## src/hw/rtl/ic3_pkg.sv

```systemverilog
// Shared types, constants and helpers for the 3x3 image convolution block.
// No dependencies.
`default_nettype none
package ic3_pkg;
	localparam int MAX_WIDTH = 2048;
	localparam int COL_W = 12;
	localparam int ROW_W = 12;
	localparam int ADDR_W = $clog2(MAX_WIDTH);
	localparam int SUM_W = 29;
	localparam int CFG_IDX_W = 3;
	localparam int CFG_DATA_W = 48;
	localparam int QUEUE_DEPTH = 4;
	localparam int QUEUE_AW = 2;

	localparam logic [CFG_IDX_W-1:0] REG_LINE_WIDTH = 3'd0;
	localparam logic [CFG_IDX_W-1:0] REG_FRAME_HEIGHT = 3'd1;
	localparam logic [CFG_IDX_W-1:0] REG_COEFF_TOP = 3'd2;
	localparam logic [CFG_IDX_W-1:0] REG_COEFF_MID = 3'd3;
	localparam logic [CFG_IDX_W-1:0] REG_COEFF_BOTTOM = 3'd4;
	localparam logic [CFG_IDX_W-1:0] REG_DIVISOR = 3'd5;
	localparam logic [CFG_IDX_W-1:0] REG_UNSIGNED_OUT = 3'd6;

	typedef struct packed {
		logic [7:0] pixel;
		logic frame_start;
	} in_word_t;

	typedef struct packed {
		logic signed [15:0] filtered;
		logic row_end;
		logic frame_end;
	} out_word_t;

	// One window ready for the back end.
	typedef struct packed {
		logic [8:0][7:0] pix;
		logic row_end;
		logic frame_end;
	} win_word_t;
endpackage
`default_nettype wire

```

## src/hw/rtl/ic3_queue.sv

```systemverilog
// Short FIFO between front and back ends.
// Depends on ic3_pkg.
`default_nettype none
module ic3_queue (
	input wire logic clk,
	input wire logic arst_n,
	input wire logic in_valid,
	output logic in_ready,
	input wire ic3_pkg::win_word_t in_word,
	output logic out_valid,
	input wire logic out_ready,
	output ic3_pkg::win_word_t out_word
);
	ic3_pkg::win_word_t slot_q [ic3_pkg::QUEUE_DEPTH];
	logic [ic3_pkg::QUEUE_AW-1:0] wp_q, rp_q;
	logic [ic3_pkg::QUEUE_AW:0] cnt_q;
	logic push, pop;

	assign in_ready = cnt_q != 3'(ic3_pkg::QUEUE_DEPTH);
	assign out_valid = cnt_q != '0;
	assign out_word = slot_q[rp_q];
	assign push = in_valid && in_ready;
	assign pop = out_valid && out_ready;

	// Storage.
	always_ff @(posedge clk) begin
		if (push) begin
			slot_q[wp_q] <= in_word;
		end
	end

	// Pointers and fill count.
	always_ff @(posedge clk or negedge arst_n) begin
		if (!arst_n) begin
			wp_q <= '0;
			rp_q <= '0;
			cnt_q <= '0;
		end else begin
			if (push) wp_q <= wp_q + 1'b1;
			if (pop) rp_q <= rp_q + 1'b1;
			cnt_q <= cnt_q + {2'b0, push} - {2'b0, pop};
		end
	end

	a_cnt_bound: assert property (@(posedge clk) disable iff (!arst_n)
		cnt_q <= 3'(ic3_pkg::QUEUE_DEPTH)) else $error("queue overflow");
	a_ptr_gap: assert property (@(posedge clk) disable iff (!arst_n)
		cnt_q[ic3_pkg::QUEUE_AW-1:0] == wp_q - rp_q) else $error("pointer mismatch");
endmodule
`default_nettype wire

```

## config.mk

```make
export PLATFORM = sky130hd
export DESIGN_NAME = ic3_queue
export DESIGN_NICKNAME = d
export VERILOG_FILES = /design/src/hw/rtl/ic3_pkg.sv /design/src/hw/rtl/ic3_queue.sv
export SDC_FILE = /design/constraint.sdc
export NUM_CORES = 1
export LEC_CHECK = 0
export ABC_AREA = 1
export BUFFER_PORTS_ARGS = -buffer_cell sky130_fd_sc_hd__buf_4
export CELL_PAD_IN_SITES_DETAIL_PLACEMENT = 0
export CELL_PAD_IN_SITES_GLOBAL_PLACEMENT = 1
export CORE_ASPECT_RATIO = 0.5
export CORE_MARGIN = 4
export CORE_UTILIZATION = 50
export CTS_BUF_LIST = sky130_fd_sc_hd__clkbuf_8
export CTS_CLUSTER_SIZE = 24
export DETAILED_ROUTE_END_ITERATION = 7
export PLACE_DENSITY = 0.83
export SLEW_MARGIN = 30
export SYNTH_ARGS = -nofsm -noshare
export SYNTH_HDL_FRONTEND = slang
export SYNTH_SLANG_ARGS = --single-unit
```

## constraint.sdc

```tcl
create_clock -name clk -period 11.1 [get_ports clk]
set_input_delay 1.11 -clock clk [delete_from_list [all_inputs] [get_ports clk]]
set_output_delay 1.11 -clock clk [all_outputs]
set_load 0.02 [all_outputs]
```

# Word-level counts from Yosys, hierarchy flattened

Memory sizes are Yosys's and may differ from the RTL's.
Index checks and enable logic that the tools add are counted.
W data, S select, Z words.

Flip-flop bits (word level): 7
RAM bits: 296
Input port bits: 78
Output and inout bits: 76
Word-level logic and storage cells: 14
Memories: 1

Memory list:

| memory | words | width | read ports | clocked after Yosys merged registers in | write ports | line            | source |
|---|---|---|---|---|---|---|---|
| slot_q | 4     | 74    | 1          | 0                                       | 1           | ic3_queue.sv:14 | `ic3_pkg::win_word_t slot_q [ic3_pkg::QUEUE_DEPTH];` |

Add/sub/neg operators: 4
Eq/ne operators: 1
Muxes and demuxes: 2
Reduce and logical (&&, ||, !) cells: 3

Operators with widths:

| operator              | count |
|---|---|
| $add A2 B1 Y2 const B | 2 |
| $add A3 B1 Y3         | 1 |
| $ne A3 B3 Y1 const B  | 1 |
| $reduce_bool A3 Y1    | 1 |
| $sub A3 B1 Y3         | 1 |
| $logic_and A1 B1 Y1   | 2 |
| $mux W1               | 2 |

# Longest topological paths before layout

Gate-level depths: netlist of run 1.

Word-level depth: 4
Gate-level depth with buffers: 12
Depth with buffers taken out: 12

# Worst setup path after synthesis of run 1

OpenSTA, ideal clock, no wires.

Path type: input to register
Start point: input in_valid
End point: memory slot_q[0][0] (netlist name), enable pin
Setup time: 0.507 ns
Arrival: 4.359 ns
Data required time: 10.593 ns
Setup slack: 6.234 ns
Cell stages on the path: 2
Path through: nand2_1 -> nor2_1

Word-level cells in the longest chain between the ends: 3

Ends and longest elaborated chain:

| element                       | line            | source |
|---|---|---|
| from (decl)                   | ic3_queue.sv:7  | `input wire logic in_valid,` |
| $logic_and A1 B1 Y1           | ic3_queue.sv:22 | `assign push = in_valid && in_ready;` |
| $mux W1                       | ic3_queue.sv:27 | `if (push) begin` |
| $mux W1 (implied by the code) | ic3_queue.sv:28 | `slot_q[wp_q] <= in_word;` |
| to (decl)                     | ic3_queue.sv:14 |  |

Every way passes these cells.

==> impl_metrics.py, run 1 <==
metrics = {
    "synthesis": {
        "netlist_instances": 996,
        "synth_compound_area_share_pct": 6.14,
        "yosysMostFrequentCell": "edfxtp_1",
        "synthesis.area_um2": 12100,
        "synthTopCellsByArea": "edfxtp_1, nand2_1, o21ai_0",
        "synth_fa_ha_area_share_pct": 0.788,
        "ys_types": 17,
        "syn_nets": 1081,
        "synthFlopType": "edfxtp_1",
        "synth_xor_area_share_pct": 0,
        "async_flop_share_pct": 2.31,
        "yosysWarnings": 0,
        "synthSimpleGateAreaFrac_pct": 12.5,
        "synth-seq-cells": 303,
        "avgSynthCellArea_um2": 12.1,
        "synth_top_family_by_area": "simple AND/OR/NAND/NOR gates",
        "synth_edf_count": 296,
        "synth_top_area_cell": "edfxtp_1",
        "ys_top_cells_by_count": "edfxtp_1, nand2_1, nor2_1, o21ai_0, inv_1",
        "synth.top_cell.area_share_pct": 73.6,
        "yosysSeqAreaShare_pct": 75.1,
        "synthMuxAreaShare_pct": 0,
    },
    "floorplanning": {
        "fp.coreArea_um2": 23300,
        "placementRows": 39,
        "die_w_um": 228,
        "die_area_um2": 26800,
        "start_util_pct": 51.9,
        "die_y_um": 118,
        "io_pins": 154,
    },
    "setup_path": {
        "path_depth": 6,
        "crit_arrival_ns": 2.89,
        "critPathMaxStageDelay_ns": 0.77,
        "cp-start-kind": "flop",
        "worst-r2r-cell-count": 5,
        "crit_family": "buffers and inverters",
        "cp_max_fo": 78,
        "path_cells": "inv_4 > buf_4 > nor2_1 > o21ai_0 > nand2_1 > buf_4",
        "crit_type": "reg -> out",
        "crit_buf_inv": 3,
        "cp_slowest_cell": "buf_4",
        "cp.required_ns": 9.99,
        "r2r_slack_ns": 8.21,
        "worstSetupEndpointType": "output pin",
        "r2r-start": "cnt_q[1]",
        "reg2reg_to": "slot_q[0][40]",
        "cpMostUsedCell": "buf_4",
    },
    "timing": {
        "hold_viol": 0,
        "tns_ns": 0,
        "finalCriticalPeriod_ns": 4.00,
        "setup_viol": 0,
        "max_freq_mhz": 250,
        "fin_hold_ws_ns": 0.383,
        "rsz0062_at_grt": "false",
        "min_period_over_period_pct": 36.0,
        "final_max_slew_viol_count": 0,
        "relSlewSlack_pct": 41.0,
        "fin_ws_ns": 7.10,
        "clock_skew_ns": 0.0135,
        "worst_pin_slew_ns": 0.882,
    },
    "grt": {
        "grt_usage_pct": 18.0,
        "antenna_found_initial": 0,
        "grt_pass1_wl_um": 38800,
        "grt_overflow": 0,
        "grt_max_degree": 120,
        "grt_pass1_vias": 7234,
    },
    "cts": {
        "cts-resized-gates": 0,
        "cts_tree": "built",
        "ctsRootBufferMaster": "clkbuf_8",
        "worstSkewPairLatency_ns": 0.53,
        "clockBufferDepth": 3,
        "clk_pin_slew_worst_paths_ns": 0.07,
        "cts_setup_buffers": 0,
        "cts_max_level": 2,
        "cts_sinks": 303,
        "cts.hold.buffers_added": 0,
        "cts_made_buffers": 42,
    },
    "cells_and_area": {
        "nNetsFinal": 1237,
        "final_core_util_pct": 60.7,
        "drive_above_1_share_pct": 18.5,
        "syn_to_final_growth_pct": 17.1,
        "n_antenna_cell": 0,
        "fillCellCount": 1827,
    },
    "route": {
        "avgRoutedWirePerCell_um": 16.7,
        "drt_iter0_markers": 554,
        "firstDrtPassIters": 5,
        "vias": 7349,
        "ant_nets": 0,
        "drc": 0,
        "vias_per_cell": 4.94,
        "routed_wl_um": 24900,
    },
    "power": {
        "powerDensity_nw_per_um2": 274,
        "p_leak_uw": 0.00569,
        "vdd_ir_drop_max_uv": 173,
    },
    "hold_path": {
        "hp-class": "in -> async",
    },
    "run_status": {
        "status": "completed",
    },
    "placed_design": {
        "portBuffers": 153,
        "dp.final_hpwl_um": 14200,
        "pre_cts_ws_ns": 7.38,
        "gp_congestion": 0.714,
    },
    "run": {
        "cap_violations": 0,
    },
}
==> placed cells by master, fill, tap and decap left out <==
cell type and instances:
edfxtp_1 296, o21ai_0 131, nand3_1 5, fa_1 1
clkinv_2 4, clkbuf_8 45, ha_1 6, dfrtp_4 1
inv_4 1, dfrtp_1 6, buf_16 1, buf_6 3
clkinv_1 9, inv_1 101, nor2_4 4, o21ai_1 17
nor2_1 149, inv_2 1, nand2_1 241, clkinvlp_4 1
buf_4 157
==> final cells by class <==
class                           count  area [um2]  share of cell area, %
Tap cell                          307         384                   2.72
Sequential cell                   303        9070                   64.2
Inverter                           90         340                   2.41
Clock inverter                     27         110                  0.779
Timing Repair Buffer              161        1240                   8.77
Multi-Input combinational cell    554        2370                   16.8
Clock buffer                       45         619                   4.38
==> where the power goes <==
| group | internal (uW) | switching (uW) |
|---|---|---|
| clock | 372 | 396 |
| combinational | 505 | 1020 |
| sequential | 1510 | 69.7 |
==> logic make-up (layout without fill, tap and decap cells) <==
group           after synthesis  count (layout)
buf+inv                     139             323
flops                       303             303
compound gates              148             148
simple gates                399             399
fa+ha+maj                     7               7
==> sequential cells by signal, indices dropped and copies added, names as in the netlist <==
register / flops
cnt_q: 3
slot_q: 296
rp_q: 2
wp_q: 2
==> layer usage <==
layer  track usage [%]  wire (um)  vias up
met4              3.74        284        0
met3              3.94       1020       29
li1                  -          -     3654
met1              23.8      10900     3526
met2              31.3      12600      140
met5                 0          0        -
==> worst register-to-register path: cells and delay by family (launching register included) <==
kind,cells,cell delay [ns]
buffers and inverters,1,0.74
flip-flops,1,0.43
AND/OR/NAND/NOR,4,1.31
==> worst max path at each step <==
stage	from	to	slack, ns
5_1_grt	rp_q[1]	out_word[28]	6.86
2_1_floorplan	in_valid	slot_q[0][0]	6.23
3_5_place_dp	rp_q[0]	out_word[53]	7.38
4_1_cts	rp_q[0]	out_word[53]	6.79
3_3_place_gp	rp_q[0]	out_word[57]	7.30
6_report	rp_q[1]	out_word[21]	7.10
==> through the flow <==
step	cells	instance area, um2	power [uW]
after floorplan	996	12100	2600
after global placement	1414	13400	3110
after detailed placement	1414	13400	3140
after CTS	1486	14100	3910
after global routing	1487	14100	4130
final	1487	14100	3870
(Power assumes the default switching activity.)
==> run 2: changes to the inputs <==
- CORE_UTILIZATION: 50 -> 48
- PLACE_DENSITY: 0.83 -> 0.8
- clock period: 11.1 -> 3.7 ns (I/O delays scaled with it)
==> run 2 against run 1 <==
Effect of this change:
- utilization rose by 0.29 points
- first-iteration DRC count rose by 9.9%
- sequential share of layout area fell by 3.2 points
- sequential power rose to 3.0 times the previous value
- design area rose by 5.2%
- clock power rose to 3.0 times the previous value
- combinational power rose to 3.1 times the previous value
- register-to-register slack got worse by 6.8 ns
- via count rose by 3.2%
- critical path type unchanged
- largest cell class unchanged
- largest power group unchanged
==> impl_metrics.py, run 2 (synthesis gave the netlist of run 1 again) <==
metrics = {
    "setup_path": {
        "cp-start-kind": "flop",
        "crit_arrival_ns": 2.32,
        "cp.required_ns": 3.33,
        "crit_type": "reg -> out",
        "worstSetupEndpointType": "output pin",
        "cp_max_fo": 224,
    },
    "cts": {
        "clockBufferDepth": 3,
        "cts_made_buffers": 43,
        "clk_pin_slew_worst_paths_ns": 0.06,
        "worstSkewPairLatency_ns": 0.54,
        "cts-resized-gates": 0,
        "cts_max_level": 2,
        "ctsRootBufferMaster": "clkbuf_8",
        "cts_tree": "built",
        "cts_setup_buffers": 0,
        "cts_sinks": 303,
    },
    "timing": {
        "fin_ws_ns": 1.01,
        "rsz0062_at_grt": "false",
        "relSlewSlack_pct": 36.8,
        "final_max_slew_viol_count": 0,
        "hold_viol": 0,
        "setup_viol": 0,
        "finalCriticalPeriod_ns": 2.69,
        "clock_skew_ns": 0.00859,
        "worst_pin_slew_ns": 0.948,
        "max_freq_mhz": 372,
        "tns_ns": 0,
        "min_period_over_period_pct": 72.7,
    },
    "floorplanning": {
        "placementRows": 40,
        "io_pins": 154,
        "start_util_pct": 49.5,
        "fp.coreArea_um2": 24400,
        "die_area_um2": 27900,
        "die_y_um": 120,
        "die_w_um": 232,
    },
    "route": {
        "routed_wl_um": 24400,
        "drc": 0,
        "avgRoutedWirePerCell_um": 15.4,
        "vias": 7582,
        "vias_per_cell": 4.77,
        "firstDrtPassIters": 4,
        "drt_iter0_markers": 609,
        "ant_nets": 0,
    },
    "cells_and_area": {
        "nNetsFinal": 1308,
        "final_common_cell": "edfxtp_1",
        "top_regs": "slot_q (296), cnt_q (3)",
        "top_register": "slot_q",
        "fillCellCount": 1916,
        "syn_to_final_growth_pct": 23.2,
        "drive_above_1_share_pct": 17.3,
        "final_cell_mix": "edfxtp_1, nand2_1, buf_4, nor2_1, o21ai_0",
        "final_core_util_pct": 61.0,
        "largest_register_ffs": 296,
        "n_antenna_cell": 0,
    },
    "run": {
        "cap_violations": 0,
    },
    "placed_design": {
        "pre_cts_ws_ns": 1.40,
        "gp_congestion": 0.737,
        "portBuffers": 153,
        "dp.final_hpwl_um": 13800,
    },
    "grt": {
        "grt_pass1_wl_um": 38900,
        "grt_overflow": 0,
        "antenna_found_initial": 0,
        "grt_pass1_vias": 7650,
        "grt_max_degree": 225,
        "grt_usage_pct": 17.6,
    },
    "run_status": {
        "status": "completed",
    },
    "power": {
        "vdd_ir_drop_max_uv": 758,
        "p_leak_uw": 0.00602,
        "powerDensity_nw_per_um2": 783,
    },
    "hold_path": {
        "hp-class": "in -> reg",
    },
}
run 2: changes by cell type in the layout (fill, tap and decap cells not counted):
cell	delta
dlygate4sd3_1	+66
clkinv_2	-4
buf_12	+3
buf_4	+5
buf_6	-3
inv_1	+8
buf_16	-1
clkinvlp_4	-1
run 2: through the flow:
stage,hold WS (ns),cell area (um2),instances,power (uW)
final,0.0432,14900,1589,11600
after detailed placement,0.194,13500,1448,9450
after global placement,0.192,13500,1448,9370
after floorplan,0.0744,12100,996,7810
after global routing,0.00128,14900,1589,12500
after CTS,0.000442,14900,1589,11800
run 2: area by class of cell:
class	instances	area (um2)	area share (%)
Sequential cell	303	9070	61.0
Clock buffer	45	619	4.17
Timing Repair Buffer	231	1940	13.0
Inverter	90	340	2.29
Multi-Input combinational cell	554	2370	15.9
Clock inverter	30	113	0.757
Tap cell	336	420	2.83
run 2: path summary, 6_finish.rpt:
kind	startpoint	to	slack [ns]	cells after the start
worst max-delay path	rp_q[0]	out_word[2]	1.01	6
worst max register to register	cnt_q[1]	cnt_q[2]	1.40	10
max in group asynchronous	arst_n	rp_q[0]	3.39	2
worst min register to register	cnt_q[0]	cnt_q[0]	0.52	1
worst min-delay path	in_word[35]	slot_q[3][35]	0.04	1
min in group asynchronous	arst_n	cnt_q[0]	0.17	2
run 2: per-layer routing:
| layer | track usage, % | up-vias | share of wire, % |
|---|---|---|---|
| li1 | - | 3797 | - |
| met1 | 21.9 | 3618 | 42 |
| met3 | 3.89 | 45 | 4.1 |
| met4 | 5.56 | 0 | 2.3 |
| met2 | 30.8 | 122 | 51 |
| met5 | 0 | - | 0 |
run 2: worst max-delay path, stage by stage (launching register included):
cell	delay (ns)
dfrtp_4	0.43
buf_12	0.54
nor2_1	0.12
nor2_1	0.11
o21ai_0	0.09
nand2_1	0.13
buf_4	0.15
run 2: power breakdown:
part,switching [uW],internal (uW),total (uW)
logic,3080,1600,4680
clock network,1180,1120,2290
registers,154,4520,4680
total,4410,7230,11600
run 2: what timing repair did:
action | 4_1_cts | 5_1_grt
hold buffers | 66 | 0
endpoints found under the setup margin | 0 | 0
endpoints found under the hold margin | 260 | 0
