$ cat src/hw/rtl/ic3_pkg.sv
// Shared types, constants and helpers for the 3x3 image convolution block.
// No dependencies.
`default_nettype none
package ic3_pkg;
	localparam int MAX_WIDTH = 2048;
	localparam int COL_W = 12;
	localparam int ROW_W = 12;
	localparam int ADDR_W = $clog2(MAX_WIDTH);
	localparam int SUM_W = 29;
	localparam int CFG_IDX_W = 3;
	localparam int CFG_DATA_W = 48;
	localparam int QUEUE_DEPTH = 4;
	localparam int QUEUE_AW = 2;

	localparam logic [CFG_IDX_W-1:0] REG_LINE_WIDTH = 3'd0;
	localparam logic [CFG_IDX_W-1:0] REG_FRAME_HEIGHT = 3'd1;
	localparam logic [CFG_IDX_W-1:0] REG_COEFF_TOP = 3'd2;
	localparam logic [CFG_IDX_W-1:0] REG_COEFF_MID = 3'd3;
	localparam logic [CFG_IDX_W-1:0] REG_COEFF_BOTTOM = 3'd4;
	localparam logic [CFG_IDX_W-1:0] REG_DIVISOR = 3'd5;
	localparam logic [CFG_IDX_W-1:0] REG_UNSIGNED_OUT = 3'd6;

	typedef struct packed {
		logic [7:0] pixel;
		logic frame_start;
	} in_word_t;

	typedef struct packed {
		logic signed [15:0] filtered;
		logic row_end;
		logic frame_end;
	} out_word_t;

	// One window ready for the back end.
	typedef struct packed {
		logic [8:0][7:0] pix;
		logic row_end;
		logic frame_end;
	} win_word_t;
endpackage
`default_nettype wire

$ cat src/hw/rtl/ic3_back.sv
// Back end: 3x3 multiply-accumulate, serial signed division and clamping.
// Depends on ic3_pkg.
`default_nettype none
module ic3_back (
	input wire logic clk,
	input wire logic arst_n,
	input wire logic win_valid,
	output logic win_ready,
	input wire ic3_pkg::win_word_t win_word,
	input wire logic [47:0] coeff_top,
	input wire logic [47:0] coeff_mid,
	input wire logic [47:0] coeff_bottom,
	input wire logic [15:0] divisor,
	input wire logic unsigned_output,
	output logic out_valid,
	input wire logic out_ready,
	output ic3_pkg::out_word_t out_word
);
	typedef enum logic [3:0] {
		ST_IDLE = 4'b0001,
		ST_MAC = 4'b0010,
		ST_DIV = 4'b0100,
		ST_DONE = 4'b1000
	} state_t;

	state_t state_q;
	ic3_pkg::win_word_t w_q;
	logic [3:0] tap_q;
	logic [4:0] bit_q;
	logic signed [ic3_pkg::SUM_W-1:0] acc_q;
	logic [ic3_pkg::SUM_W-1:0] mag_q, quo_q;
	logic [16:0] rem_q;
	logic neg_q, ov_q;
	ic3_pkg::out_word_t res_q;
	logic signed [15:0] coef;
	logic signed [24:0] prod;
	logic [143:0] coeffs;
	logic [15:0] dv;
	logic [16:0] rtrial;
	logic signed [ic3_pkg::SUM_W:0] q_s;
	logic signed [15:0] clamped;

	assign coeffs = {coeff_bottom, coeff_mid, coeff_top};
	assign coef = coeffs[tap_q*16 +: 16];
	assign prod = coef * $signed({1'b0, w_q.pix[tap_q]});
	assign dv = (divisor == '0) ? 16'd1 : divisor;
	assign rtrial = {rem_q[15:0], mag_q[ic3_pkg::SUM_W-1]};
	assign win_ready = state_q == ST_IDLE;
	assign out_valid = ov_q;
	assign out_word = res_q;

	// Clamp the signed quotient.
	always_comb begin
		q_s = neg_q ? -$signed({1'b0, quo_q}) : $signed({1'b0, quo_q});
		if (unsigned_output) begin
			if (q_s < 0) clamped = 16'sd0;
			else if (q_s > 255) clamped = 16'sd255;
			else clamped = 16'(q_s);
		end else begin
			if (q_s < -32768) clamped = -16'sd32768;
			else if (q_s > 32767) clamped = 16'sd32767;
			else clamped = 16'(q_s);
		end
	end

	// One tap per cycle, a setup step, then one quotient bit per cycle.
	always_ff @(posedge clk or negedge arst_n) begin
		if (!arst_n) begin
			state_q <= ST_IDLE;
			ov_q <= 1'b0;
			tap_q <= '0;
			bit_q <= '0;
		end else begin
			if (ov_q && out_ready && state_q != ST_DONE) ov_q <= 1'b0;
			case (state_q)
				ST_IDLE: begin
					if (win_valid) begin
						w_q <= win_word;
						acc_q <= '0;
						tap_q <= '0;
						state_q <= ST_MAC;
					end
				end
				ST_MAC: begin
					acc_q <= acc_q + ic3_pkg::SUM_W'(prod);
					if (tap_q == 4'd8) begin
						state_q <= ST_DIV;
					end else begin
						tap_q <= tap_q + 4'd1;
					end
				end
				ST_DIV: begin
					if (bit_q == 5'd0) begin
						neg_q <= acc_q[ic3_pkg::SUM_W-1];
						mag_q <= acc_q[ic3_pkg::SUM_W-1] ? 29'(-acc_q) : acc_q;
						rem_q <= '0;
						quo_q <= '0;
						bit_q <= 5'd1;
					end else begin
						mag_q <= mag_q << 1;
						if (rtrial >= {1'b0, dv}) begin
							rem_q <= rtrial - {1'b0, dv};
							quo_q <= {quo_q[ic3_pkg::SUM_W-2:0], 1'b1};
						end else begin
							rem_q <= rtrial;
							quo_q <= {quo_q[ic3_pkg::SUM_W-2:0], 1'b0};
						end
						if (bit_q == 5'(ic3_pkg::SUM_W)) begin
							bit_q <= '0;
							state_q <= ST_DONE;
						end else begin
							bit_q <= bit_q + 5'd1;
						end
					end
				end
				ST_DONE: begin
					if (!ov_q || out_ready) begin
						res_q.filtered <= clamped;
						res_q.row_end <= w_q.row_end;
						res_q.frame_end <= w_q.frame_end;
						ov_q <= 1'b1;
						state_q <= ST_IDLE;
					end
				end
				default: state_q <= ST_IDLE;
			endcase
		end
	end

	a_tap_bound: assert property (@(posedge clk) disable iff (!arst_n)
		state_q == ST_MAC |-> tap_q <= 4'd8) else $error("tap overrun");
	a_done_to_out: assert property (@(posedge clk) disable iff (!arst_n)
		(state_q == ST_DONE && (!ov_q || out_ready)) |=> ov_q) else $error("lost result");
	a_idle_ready: assert property (@(posedge clk) disable iff (!arst_n)
		win_ready |-> state_q == ST_IDLE) else $error("ready while busy");
endmodule
`default_nettype wire
$ cat config.mk
export PLATFORM = sky130hd
export DESIGN_NAME = ic3_back
export DESIGN_NICKNAME = d
export VERILOG_FILES = /design/src/hw/rtl/ic3_pkg.sv /design/src/hw/rtl/ic3_back.sv
export SDC_FILE = /design/constraint.sdc
export NUM_CORES = 1
export LEC_CHECK = 0
export ABC_AREA = 1
export BUFFER_PORTS_ARGS = -buffer_cell sky130_fd_sc_hd__buf_2
export CAP_MARGIN = 20
export CORE_ASPECT_RATIO = 0.5
export CORE_MARGIN = 4
export CORE_UTILIZATION = 35
export DETAILED_ROUTE_END_ITERATION = 12
export SYNTH_ARGS = -nofsm -noshare
export SYNTH_HDL_FRONTEND = slang
export SYNTH_SLANG_ARGS = --single-unit
$ cat constraint.sdc
create_clock -name clk -period 7 [get_ports clk]
set_input_delay 1.4 -clock clk [delete_from_list [all_inputs] [get_ports clk]]
set_output_delay 1.4 -clock clk [all_outputs]
set_load 0.01 [all_outputs]
# Yosys cells after proc, flatten, opt, wreduce, memory -nomap -nowiden
# Cells that the tools add are included.
# totals
elab_cells	94
input_bits	239
regBits	210
output_inout_bits	20
# op_classes
mux	29
n_addsub	6
reduce_logical	14
order_cmp	6
multipliers	1
shifts	1
eq_ne	13
# ops
operator	count
144-bit by 9-bit indexed part select with 16-bit output	1
16-bit 2-to-1 mux	7
29-bit 2-to-1 mux	3
29-bit one-hot mux with 2 select lines	1
8-bit binary-select mux with 4-bit select	1
30-bit by 16-bit > comparator with 1-bit output (second input constant)	1
30-bit by 9-bit > comparator with 1-bit output (second input constant)	1
30-bit by 1-bit < comparator with 1-bit output (second input constant)	1
30-bit by 16-bit < comparator with 1-bit output (second input constant)	1
30-bit 2-to-1 mux	1
29-bit negator with 30-bit output	1
29-bit by 25-bit adder with 29-bit output	1
29-bit negator	1
4-bit 2-to-1 mux	7
16-bit by 9-bit multiplier with 25-bit output	1
17-bit by 16-bit greater-or-equal comparator with 1-bit output	1
16-bit zero test	1
4-bit one-hot mux with 4 select lines	1
16-bit subtractor	1
3-bit AND reduction	5
2-bit != test (second input constant)	6
5-bit 2-to-1 mux	2
4-bit equality test (second input constant)	2
8-bit 2-to-1 mux	1
17 further kinds	21

# Depth between registers and ports, before layout
# Gate-level depths: netlist of run 1.
# logic_depth
depth_word	6
mapped_depth	32
depth_no_buf	29

# Least setup slack after synthesis of run 1
# OpenSTA, ideal clock, no wires.
# synth_timing
kind	input -> register
from	input coeff_top[31]
to	register acc_q[27] (netlist name), data pin
required_time_ns	6.747
t_arrival_ns	6.517
cell_stages	24
path_buffers	0
path_slack_ns	0.230
setup_time_ns	0.253
path_cell_list	o21ai_0 -> o22ai_1 -> o211ai_1 -> o21ai_1 -> nand2_1 -> inv_1 -> fa_1 -> inv_1 -> fa_1 -> inv_1 -> fa_1 -> inv_1 -> fa_1 -> fa_1 -> inv_1 -> ha_1 -> nand2_1 -> a21oi_1 -> a211oi_1 -> o21ai_0 -> a221oi_1 -> nand2_1 -> nand2_1 -> nor2_1
# synth_via
elab_chain_len	4
# synth_rtl
item	line_no	rtl
start: declaration	ic3_back.sv:10	input wire logic [47:0] coeff_top,
144-bit by 9-bit indexed part select with 16-bit output	ic3_back.sv:44	assign coef = coeffs[tap_q*16 +: 16];
16-bit by 9-bit multiplier with 25-bit output	ic3_back.sv:45	assign prod = coef * $signed({1'b0, w_q.pix[tap_q]});
29-bit by 25-bit adder with 29-bit output	ic3_back.sv:85	acc_q <= acc_q + ic3_pkg::SUM_W'(prod);
29-bit one-hot mux with 2 select lines	ic3_back.sv:75	case (state_q)
end signal: assignment	ic3_back.sv:85	
end: declaration	ic3_back.sv:30	logic signed [ic3_pkg::SUM_W-1:0] acc_q;
# No other way between the ends.
# A chain may end at the register's enable or synchronous reset.

# Worst setup path after layout of run 1
# layout_timing
from	register tap_q[0]
to	register acc_q[27] (netlist name), data pin
# layout_via
elab_chain_len	5
elab_cells_between_ends	6
classes_between	add/sub (1); mul (1); shift (1); mux (3)
# layout_rtl
item	line_no	rtl
start: declaration	ic3_back.sv:28	logic [3:0] tap_q;
start signal: assignment	ic3_back.sv:89	tap_q <= tap_q + 4'd1;
branches (longest 2 deep; another with 144-bit by 9-bit indexed part select with 16-bit output)	-	
16-bit by 9-bit multiplier with 25-bit output *	ic3_back.sv:45	
29-bit by 25-bit adder with 29-bit output *	ic3_back.sv:85	
29-bit one-hot mux with 2 select lines *	ic3_back.sv:75	
# Mark *: on every way between the ends. The select of a mux whose other input is x is not followed.

==> results_dict.tcl, run 1 <==
set metrics [dict create \
    status "finished, final reports clean" \
    fin_skew_ns 0.0133 \
    arrival_ns 6.85 \
    worstPathRequired_ns 7.31 \
    clk_pin_slew_ns 0.07 \
    wl_per_cell_um 15.1 \
    crit_top_cell "fa_1" \
    ys_top_cells_by_area "edfxtp_1, fa_1, inv_1" \
    numPortBuffers 258 \
    drt_iter0_drc 1184 \
    clockRootBuffer "clkbuf_16" \
    synthCells 2204 \
    ys_types 51 \
    ant_nets 0 \
    clock-sinks 210 \
    holdWs_ns 0.411 \
    timing.rr.end "acc_q[27]$_SDFFCE_PP0P_" \
    endpoint "acc_q[27]$_SDFFCE_PP0P_" \
    cts_buffers 23 \
    period_minus_slack_ns 6.54 \
    clk_latency_ns 0.56 \
    die_h_um 168 \
    slowest_stage "fa_1" \
    synthFlopType "edfxtp_1" \
    postCtsSetupBuffers 0 \
    vias 15610 \
    cp_max_fo 40 \
    finalSetupTns_ns 0 \
    yosysTopAreaCell "edfxtp_1" \
    routabilityCongestion 0.922 \
    ys_seq_elements 210 \
    postSynth.asyncResetShare_pct 6.67 \
    cts_tree "built" \
    critPathCaptureType "register" \
    syn-num-nets 2658 \
    std_cell_rows 58 \
    multi_input_comb_area_mm2 0.00993 \
    rr_startpoint "tap_q[0]$_DFFE_PN0P_" \
    ys.warnings.count 0 \
    grt_pass1_wl_um 79800 \
    post-route-period-util_pct 93.4 \
    cp_num_buf_inv 8 \
    layout_common_cells "inv_1, nand2_1, nor2_1, buf_2, edfxtp_1" \
    antenna_found_initial 4 \
    regArea_mm2 0.00624 \
    synth.top_cell.area_share_pct 32.7 \
    seq_area_frac_synth_pct 34.7 \
    netlist_area_mm2 0.0180 \
    die_w_um 329 \
    max-slew-margin-rel_pct 43.8 \
    synth_area_per_cell_um2 8.16 \
    hp-class "register to register" \
    critPathLaunchType "register" \
    start_util_pct 35.6 \
    maxSlewViolCount 0 \
    rsz0062_at_grt "no" \
    grt_usage_pct 17.7 \
    rr_worst_depth 26 \
    critical_path_depth 26 \
    drt_wl_total_um 49100 \
    ff2ff_setup_slack_ns 0.46 \
    worstSetupStartpoint "tap_q[0]$_DFFE_PN0P_" \
    max_freq_ghz 0.153 \
    final_common_cell "inv_1" \
    grt_max_degree 67 \
    die_area_mm2 0.0553 \
    htree_levels 1 \
    critical_path_class "register to register" \
    max_cap_viol_count 0 \
    synth_edf_count 196 \
    crit_family "adder cells" \
    setup_viol_count_final 0 \
    vias_per_cell 4.79 \
    grt_pass1_vias 15382 \
    slowest_delay_ns 0.54 \
    route.detailed.drc 0 \
    ios 259 \
    fillCellCount 5109 \
    nNetsFinal 3007 \
    coreArea_mm2 0.0505 \
    syn2layout_area_growth_pct 21.2 \
    finalHoldViolCount 0 \
    worst_pin_slew_ns 0.841 \
    clockBufferDepth 3 \
    firstDrtPassIters 6 \
    place_hpwl_um 39200 \
    fin_util_pct 43.1 \
    drive_gt1_share_pct 18.4 \
    grt-ovfl-total 0 \
]
## Yosys cell counts, drive strengths merged, types with 2 or more instances
cell and n:
inv 414, nand2 414, nor2 284, o21ai 226
edfxtp 196, fa 130, a21oi 99, ha 85
nand3 75, clkbuf 49, xor2 45, o221ai 38
buf 24, nand4 20, nor3 15, o22ai 14
dfrtp 13, o211ai 12, xnor2 10, nor4 7
o21a 6, a21o 5, a21boi 3, a31oi 3
a211oi 2, o21bai 2
## registers in the layout, summed over array words and instances (netlist names)
name       flops
out_valid      1
rem_q         16
w_q           74
acc_q         29
bit_q          5
state_q        4
neg_q          1
tap_q          4
out_word      18
mag_q         29
quo_q         29
## cells by family (layout without fill, tap and decap cells)
kind of cell	Yosys count	after routing	synth area share (%)
compound gates	418	418	13.3
flops	210	210	34.7
xor+xnor	55	55	2.68
fa+ha+maj	215	215	20.4
simple gates	818	818	18.7
buf+inv	488	854	10.3
other cells	0	2	0
## how the worst min path moves through the flow
stage | startpoint | endpoint | slack (ns) | cells after the start
CTS | w_q[0]$_DFFE_PP_ | out_word[0]$_DFFE_PP_ | 0.42 | 0
global placement | w_q[1]$_DFFE_PP_ | out_word[1]$_DFFE_PP_ | 0.40 | 0
floorplan | w_q[0]$_DFFE_PP_ | out_word[0]$_DFFE_PP_ | 0.40 | 0
finish | w_q[1]$_DFFE_PP_ | out_word[1]$_DFFE_PP_ | 0.41 | 0
global route | w_q[0]$_DFFE_PP_ | out_word[0]$_DFFE_PP_ | 0.43 | 0
detailed placement | w_q[0]$_DFFE_PP_ | out_word[0]$_DFFE_PP_ | 0.41 | 0
## what timing repair did
item,4_1_cts,5_1_grt
endpoints found under the setup margin,0,8
hold buffers,0,0
gates resized for setup,0,6
## area by class of cell
cell class | instances | share of cell area [%]
sequential | 210 | 28.6
antenna | 2 | 0.0230
inverter | 415 | 7.15
tap | 690 | 3.96
clock inverter | 10 | 0.666
clock buffer | 32 | 2.98
multi-input combinational | 1506 | 45.5
timing repair buffer | 397 | 11.1
## metal layers
metal	track usage [%]	share of wire, %
met3	2.27	5.6
met4	3.55	2.2
met2	28.7	44
met5	0	0.037
met1	25.6	48
## per-stage QoR
| step | area [um^2] | instances | setup WS (ns) |
|---|---|---|---|
| CTS | 21800 | 3260 | 0.265 |
| detailed placement | 21000 | 3218 | -0.259 |
| floorplan | 18000 | 2204 | 0.230 |
| finish | 21800 | 3262 | 0.463 |
| global placement | 20900 | 3217 | -0.175 |
| global route | 21800 | 3262 | 0.0251 |
Power of run 1 is not shown: default switching activity piles up to over one toggle a cycle in this logic, so the estimate is an artifact.
==> inputs of run 2 (changes only) <==
--- a/config.mk
+++ b/config.mk
@@ -7,11 +7,12 @@
 export LEC_CHECK = 0
 export ABC_AREA = 1
 export BUFFER_PORTS_ARGS = -buffer_cell sky130_fd_sc_hd__buf_2
-export CAP_MARGIN = 20
-export CORE_ASPECT_RATIO = 0.5
+export CAP_MARGIN = 10
+export CORE_ASPECT_RATIO = 0.6
 export CORE_MARGIN = 4
-export CORE_UTILIZATION = 35
+export CORE_UTILIZATION = 50
 export DETAILED_ROUTE_END_ITERATION = 12
+export PLACE_DENSITY = 0.71
 export SYNTH_ARGS = -nofsm -noshare
 export SYNTH_HDL_FRONTEND = slang
 export SYNTH_SLANG_ARGS = --single-unit
==> results_dict.tcl, run 2 (synthesis gave the netlist of run 1 again) <==
set metrics [dict create \
    status "finished, final reports clean" \
    cts_buffers 23 \
    finalHoldViolCount 0 \
    crit_family "adder cells" \
    critPathCaptureType "register" \
    final_cells 3023 \
    firstDrtPassIters 5 \
    rr_startpoint "tap_q[0]$_DFFE_PN0P_" \
    max_freq_ghz 0.147 \
    cts_tree "built" \
    worstHoldStart "w_q[1]$_DFFE_PP_" \
    final_area_mm2 0.0214 \
    fillCellCount 3094 \
    grt_usage_pct 27.2 \
    hp-class "register to register" \
    critical_path_class "primary input to register" \
    post-route-period-util_pct 97.2 \
    vias 16578 \
    die_h_um 155 \
    worst_pin_slew_ns 1.18 \
    dpl-instance-area_mm2 0.0205 \
    route.detailed.drc 0 \
    clk_latency_ns 0.54 \
    ff2ff_setup_slack_ns 0.34 \
    regArea_mm2 0.00624 \
    setup_viol_count_final 0 \
    grt_pass1_vias 16123 \
    cp_num_buf_inv 7 \
    worstSetupStartpoint "coeff_top[47]" \
    holdWs_ns 0.428 \
    top_register "w_q" \
    start_util_pct 51.1 \
    clk_pin_slew_ns 0.06 \
    place_inst 2979 \
    antenna_found_initial 9 \
    nNetsFinal 2992 \
    maxSlewViolCount 0 \
    cts_hold_buf 0 \
    grt-ovfl-total 0 \
    max_cap_viol_count 0 \
    vias_per_cell 5.48 \
    critical_path_depth 26 \
    multi_input_comb_area_mm2 0.00998 \
    arrival_ns 7.07 \
    numPortBuffers 258 \
    die_w_um 253 \
    hold_end "out_word[1]$_DFFE_PP_" \
    place_hpwl_um 42600 \
    routabilityCongestion 0.945 \
    ant_nets 0 \
    drt_iter0_drc 1693 \
    rr_worst_depth 27 \
    htree_levels 1 \
    max-slew-margin-rel_pct 21.3 \
    fin_util_pct 60.7 \
    clockRootBuffer "clkbuf_16" \
    wl_per_cell_um 17.8 \
    drive_gt1_share_pct 18.4 \
    clockBufferDepth 3 \
    coreArea_mm2 0.0352 \
    rsz0062_at_grt "yes" \
    slowest_delay_ns 0.54 \
    die_area_mm2 0.0392 \
    grt_pass1_wl_um 85300 \
    largest_register_ffs 74 \
    clock-sinks 210 \
    timing.rr.end "acc_q[22]$_SDFFCE_PP0P_" \
    critPathLaunchType "primary input" \
    cp_max_fo 5 \
    worstPathRequired_ns 7.26 \
    ios 259 \
    drt_wl_total_um 53800 \
    grt_max_degree 101 \
    syn2layout_area_growth_pct 18.8 \
    std_cell_rows 53 \
    fin_skew_ns 0.0158 \
    period_minus_slack_ns 6.80 \
    final_common_cell "inv_1" \
    slowest_stage "fa_1" \
    holdPathStages 0 \
    layout_common_cells "inv_1, nand2_1, nor2_1, buf_2, edfxtp_1" \
]
[run 2: changes by cell type in the layout (fill, tap and decap cells not counted), sizes merged]
cell,before,now
buf,397,382
inv,416,417
clkbuf,32,24
diode,2,4
bufinv,3,2
clkinv,5,10
[run 2: through the flow]
step	setup TNS (ns)	setup slack, ns
3_3_place_gp	-2.01	-0.272
4_1_cts	0	0.149
5_1_grt	-0.0559	-0.0208
2_1_floorplan	0	0.230
3_5_place_dp	-3.03	-0.421
6_report	0	0.199
[run 2: how the worst max path moves through the flow]
stage	to	slack (ns)
floorplan	acc_q[27]$_SDFFCE_PP0P_	0.23
global placement	acc_q[27]$_SDFFCE_PP0P_	-0.27
detailed placement	acc_q[27]$_SDFFCE_PP0P_	-0.42
CTS	acc_q[27]$_SDFFCE_PP0P_	0.15
global route	acc_q[28]$_SDFFCE_PP0P_	-0.02
finish	acc_q[28]$_SDFFCE_PP0P_	0.20
[run 2: final cells by class]
class	count	share of cell area [%]
repair buffers	382	10.6
clock inverters	15	0.621
well taps	467	2.74
flip-flops and latches	210	29.2
inverters	415	7.29
clock buffers	24	2.71
diodes	4	0.0469
multi-input cells	1506	46.7
[run 2: worst register-to-register path, cell delays in order, from the launching register on]
cell      delay [ns]
dfrtp_2         0.45
inv_2           0.12
buf_12          0.28
o21ai_0         0.18
o221ai_1        0.21
nand3_1         0.11
o21ai_1         0.26
buf_4           0.30
nand2_1         0.10
fa_1            0.53
inv_1           0.06
fa_1            0.52
fa_1            0.44
fa_1            0.55
inv_1           0.05
fa_1            0.50
inv_1           0.04
ha_1            0.32
a21oi_1         0.23
o21a_1          0.23
o21ai_0         0.12
a21oi_2         0.23
o21ai_0         0.11
buf_4           0.15
nand2_1         0.07
nand2_1         0.06
o21ai_0         0.15
a21oi_1         0.06
[run 2: metal layers]
metal,vias to the layer above,GRT usage (%),share of wire (%)
met5,-,0,0.13
met4,12,4.30,1.4
met3,84,7.05,11
met2,748,39.1,41
met1,7909,42.1,46
li1,7825,-,-
[run 2: what timing repair did]
action / CTS / global route
buffers inserted: 0 / 1
endpoints found under the setup margin: 0 / 13
gates resized for setup: 0 / 19
Power of run 2 is left out for the same reason.
